### src/hdl/assert_macros.svh
`ifndef ASSERT_MACROS_SVH
`define ASSERT_MACROS_SVH
// implication check on the rising clock edge, off during reset
`define CHK_IMPL(lbl, ante, cons, msg) \
  lbl: assert property (@(posedge clk) disable iff (!rst_n) (ante) |-> (cons)) \
    else $error(msg);
// next-cycle implication check
`define CHK_NEXT(lbl, ante, cons, msg) \
  lbl: assert property (@(posedge clk) disable iff (!rst_n) (ante) |=> (cons)) \
    else $error(msg);
`endif

### src/hdl/bba_pkg.sv
package bba_pkg;
  localparam int MAX_BLOCKS = 4096;
  localparam int IDX_W = 12;
  localparam int CNT_W = 13;
  localparam int SCAN_BITS = 8;
  localparam int SCAN_LG = $clog2(SCAN_BITS);
  localparam int DEF_WORD_BITS = 64;

  typedef enum logic [1:0] {
    MODE_INIT = 2'd0,
    MODE_LOW  = 2'd1,
    MODE_HIGH = 2'd2,
    MODE_FREE = 2'd3
  } mode_t;

  typedef enum logic [2:0] {
    ST_OK       = 3'd0,
    ST_ZERO_LEN = 3'd1,
    ST_FEW_FREE = 3'd2,
    ST_NO_FIT   = 3'd3,
    ST_RANGE    = 3'd4,
    ST_DBL_FREE = 3'd5,
    ST_BAD_CFG  = 3'd6
  } status_t;

  typedef enum logic {
    REG_BLOCK_COUNT = 1'b0,
    REG_RESERVED    = 1'b1
  } reg_idx_t;

  typedef enum logic [2:0] {
    S_IDLE,
    S_INIT,
    S_SC_RD,
    S_SC_CHK,
    S_CK_RD,
    S_CK_CMP,
    S_WR_RD,
    S_WR_WR
  } fsm_t;

  typedef struct packed {
    mode_t             mode;
    logic [IDX_W-1:0]  start_block;
    logic [CNT_W-1:0]  run_length;
  } in_t;

  typedef struct packed {
    status_t           status;
    logic [IDX_W-1:0]  block_index;
    logic [CNT_W-1:0]  free_count;
  } out_t;

  typedef struct packed {
    logic [CNT_W-1:0]  pos;
    logic [CNT_W-1:0]  lim;
    logic              asc;
    logic [CNT_W-1:0]  len;
    logic [CNT_W-1:0]  run;
    logic [IDX_W-1:0]  bot;
  } scan_req_t;

  typedef struct packed {
    logic              found;
    logic [IDX_W-1:0]  first;
    logic [CNT_W-1:0]  run;
    logic [IDX_W-1:0]  bot;
  } scan_rsp_t;
endpackage

### src/hdl/bba_chunk.sv
module bba_chunk #(
  parameter int WORD_BITS = 64
) (
  input  logic [WORD_BITS-1:0] word,
  input  bba_pkg::scan_req_t   req,
  output bba_pkg::scan_rsp_t   rsp
);
  import bba_pkg::*;

  localparam int WB_LG = $clog2(WORD_BITS);

  logic [CNT_W-1:0] b;
  logic             ok;
  logic [CNT_W-1:0] run;
  logic [IDX_W-1:0] bot;
  logic             found;
  logic [IDX_W-1:0] first;

  // one aligned chunk of SCAN_BITS blocks per cycle, never crossing a word
  always_comb begin
    run   = req.run;
    bot   = req.bot;
    found = 1'b0;
    first = '0;
    for (int k = 0; k < SCAN_BITS; k++) begin
      if (req.asc) begin
        b  = {req.pos[CNT_W-1:SCAN_LG], SCAN_LG'(0)} + CNT_W'(k);
        ok = (b >= req.pos) && (b < req.lim);
      end else begin
        b  = {req.pos[CNT_W-1:SCAN_LG], SCAN_LG'(SCAN_BITS-1)} - CNT_W'(k);
        ok = (b <= req.pos);
      end
      if (ok && !found) begin
        if (word[b[WB_LG-1:0]]) begin
          run = '0;
        end else begin
          if (run == '0) begin
            bot = b[IDX_W-1:0];
          end
          run = run + 1'b1;
          if (run == req.len) begin
            found = 1'b1;
            first = req.asc ? bot : b[IDX_W-1:0];
          end
        end
      end
    end
    rsp = '{found: found, first: first, run: run, bot: bot};
  end
endmodule

### config.mk
export PLATFORM = sky130hd
export DESIGN_NAME = bba_chunk
export DESIGN_NICKNAME = d
export VERILOG_FILES = /design/src/hdl/assert_macros.svh /design/src/hdl/bba_pkg.sv /design/src/hdl/bba_chunk.sv
export SDC_FILE = /design/constraint.sdc
export NUM_CORES = 1
export LEC_CHECK = 0
export ABC_AREA = 1
export BUFFER_PORTS_ARGS = -buffer_cell sky130_fd_sc_hd__buf_2
export CORE_MARGIN = 2
export CORE_UTILIZATION = 30
export DETAILED_ROUTE_END_ITERATION = 10
export PLACE_DENSITY = 0.44
export SETUP_SLACK_MARGIN = 0.5
export SKIP_LAST_GASP = 1
export SYNTH_ARGS = -nofsm -noshare
export SYNTH_HDL_FRONTEND = slang
export SYNTH_SLANG_ARGS = --single-unit
### constraint.sdc
create_clock -name vclk -period 12.25
set_input_delay 1.225 -clock vclk [all_inputs]
set_output_delay 1.225 -clock vclk [all_outputs]
set_load 0.1 [all_outputs]
==> impl_metrics.yaml <==
timing:
  worstMarginPinSlew_ns: 1.078
  slew_headroom: 0.2817
  holdWs_ns: 3.279
  final_max_slew_viol_count: 0
  finalCriticalPeriod_ns: 11.17
  hold_viol: 0
  clock.fmax_ghz: 0.08950
  finalWorstSetupSlack_ns: 1.077
  setup_viol: 0
  rsz0062_at_grt: "false"
  fin_crit_sh: 0.9121
flow_run:
  cap_violations: 0
yosys:
  post_synth_num_cell_types: 57
  syn_inst: 2569
  yosysTopAreaCellShare: 0.2786
  synthesis.area_um2: 12340
  synth_seq_area_share: 0
  syn_nets: 2725
  synth_area_leaders: "nand2_1 28%, nand3_1 13%, o21ai_0 11%"
  yosys.area.top_type: "nand2_1"
  synth-warning-count: 0
  syn_area_per_cell_um2: 4.804
critical_path:
  cpMostUsedCell: "nand2_1"
  path_buf_inv: 14
  crit_path_end_kind: "primary output"
  worst_ep_arrival_time_ns: 9.95
  cp_top_family: "simple AND/OR/NAND/NOR gates"
  start_kind: "input pin"
  cp_slowest_cell: "ha_1"
  cp_max_fo: 13
  required_ns: 11.02
  slowest_delay_ns: 0.41
  path_class: "input pin to primary output"
grt:
  antenna_found_initial: 0
  grt_overflow: 0
  grt_pass1_vias: 16654
  grt_max_degree: 49
  grt_pass1_wl_mm: 94.60
  grt_use_total: 0.2794
place:
  place_congestion: 0.9774
  portBuffers: 167
  placed_cell_area_um2: 14420
  post-place-cells: 3234
  dp_hpwl_mm: 50.22
  dpl_worst_slack_ns: -0.2845
finish:
  seq_cells: 0
  syn_to_final_growth_pct: 25.58
  final_nets: 2903
  finalNonFillerCells: 3278
  drive_gt1_frac: 0.2047
  clkbuf_count: 0
  design_area_um2: 15500
  area.sequential_um2: 0
  fill_cells: 4675
detailed_routing:
  vias_per_cell: 5.572
  drt_iter0_markers: 1673
  drc: 0
  firstDrtPassIters: 6
  antenna_left: 0
  routedWlPerCell_um: 19.01
  wl_mm: 62.30
  vias: 18266
floorplan:
  die_h_um: 206.8
  die-area_um2: 42770
  num_rows: 74
  initial_core_util: 0.3029
  core_area_um2: 40740
  io_pins: 167
  die_w_um: 206.8
power_and_ir_drop:
  power_frac_clock: 0
  sequentialPowerShare: 0
  intPower_mw: 0.4125
  netSwitchingFraction: 0.6842
  ir_drop_v: 0.00007451
  switching_power_mw: 0.8937
  power_leakage_nw: 7.871
  powerDensity_nw_per_um2: 84.28
  combPwrFrac: 1.000
hold_path:
  whs_endpoint: "rsp[10]"
  min_path_cells: 6
  hp-class: "input pin to primary output"
  min-delay-start: "req[62]"
outcome:
  status: "finished clean"
[synthesized netlist by cell type (3+ instances only)]
master,number
nor3_2,4
nand4_4,3
nor2_4,11
clkinv_1,16
nand4_1,72
a221oi_1,25
buf_2,11
nand2_1,916
nand3_4,4
o21ai_0,271
nand3b_1,4
clkbuf_1,65
nand2_2,39
o21ai_2,9
buf_4,10
nor4_1,7
a31oi_1,20
buf_6,10
xor2_1,14
xnor2_1,6
o211ai_1,7
o311ai_0,4
nand3_1,321
a221o_1,8
or2_2,3
nand4_2,4
inv_1,230
nor2_1,201
buf_1,7
nor3_1,9
a21oi_1,44
nor2_2,46
o21ai_1,28
o21a_1,5
o22ai_1,17
nand3_2,13
mux2i_1,13
ha_1,27
inv_2,42
[power by group through the flow]
stage	Clock, mW	Sequential, mW	Combinational, mW
detailed placement	0	0	1.19
global placement	0	0	1.19
CTS	0	0	1.21
floorplan	0	0	0.825
finish	0.0000000110	0	1.31
global route	0	0	1.42
[cells in the final DEF (no fill, tap or decap), types with 25 or more instances in the layout]
cell	netlist	routed
nand2_1	916	893
o21ai_0	271	261
a221oi_1	25	25
nor2_1	201	175
nand2_2	39	57
buf_12	0	40
inv_2	42	41
buf_4	10	98
a21oi_1	44	41
buf_2	11	129
nand4_1	72	72
nand3_1	321	308
nor2_4	11	42
inv_1	230	226
o21ai_1	28	27
nor2_2	46	41
[final cells by class]
class | count | area, um^2 | share of cell area
Antenna cell | 1 | 2.502 | 0.0001615
Timing Repair Buffer | 278 | 2302 | 0.1486
Inverter | 288 | 1102 | 0.07113
Tap cell | 532 | 665.6 | 0.04295
Multi-Input combinational cell | 2179 | 11420 | 0.7372
[timing repair]
item                                    4_1_cts  5_1_grt
buffers inserted                              8       31
endpoints found under the hold margin         0        0
gates resized for setup                      17      166
pin swaps                                     1       36
endpoints found under the setup margin       38       38
hold buffers                                  0        0
gates cloned                                  0        4
[per-stage QoR]
step	setup TNS [ns]	power [mW]	utilization
after floorplan	0	0.8250	-
after global placement	-7.459	1.187	0.3539
after detailed placement	-4.874	1.191	0.3539
after CTS	0	1.207	0.3576
after global routing	0	1.423	0.3803
final	0	1.306	0.3804
[how the worst max path moves through the flow]
stage	startpoint	endpoint	slack, ns	cells after the start
2_1_floorplan	req[51]	rsp[10]	0.83	70
3_3_place_gp	req[38]	rsp[36]	-0.38	67
3_5_place_dp	req[38]	rsp[36]	-0.28	67
4_1_cts	req[62]	rsp[36]	0.52	71
5_1_grt	req[60]	rsp[28]	0.41	67
6_report	req[12]	rsp[36]	1.08	68
[worst min-delay path, stage by stage]
cell and delay [ns]:
buf_2 0.15, inv_1 0.17, nand4_1 0.14, nand3_1 0.10, o21ai_1 0.09, buf_12 0.17
[kinds of logic after synthesis]
group | Yosys count | share of synthesized area
muxes | 13 | 0.01054
adders and majority gates | 27 | 0.02737
and+or+nand+nor | 1667 | 0.6076
xor gates and xnor gates | 22 | 0.01784
buffers and inverters | 391 | 0.1292
AOI/OAI and AO/OA | 449 | 0.2074
[per-layer routing]
| metal | GRT usage | wire length [um] |
|---|---|---|
| met5 | 0 | 0 |
| met4 | 0.07725 | 2132 |
| met3 | 0.02104 | 4810 |
| met2 | 0.4589 | 27350 |
| met1 | 0.3917 | 28000 |
(Power assumes the default switching activity.)
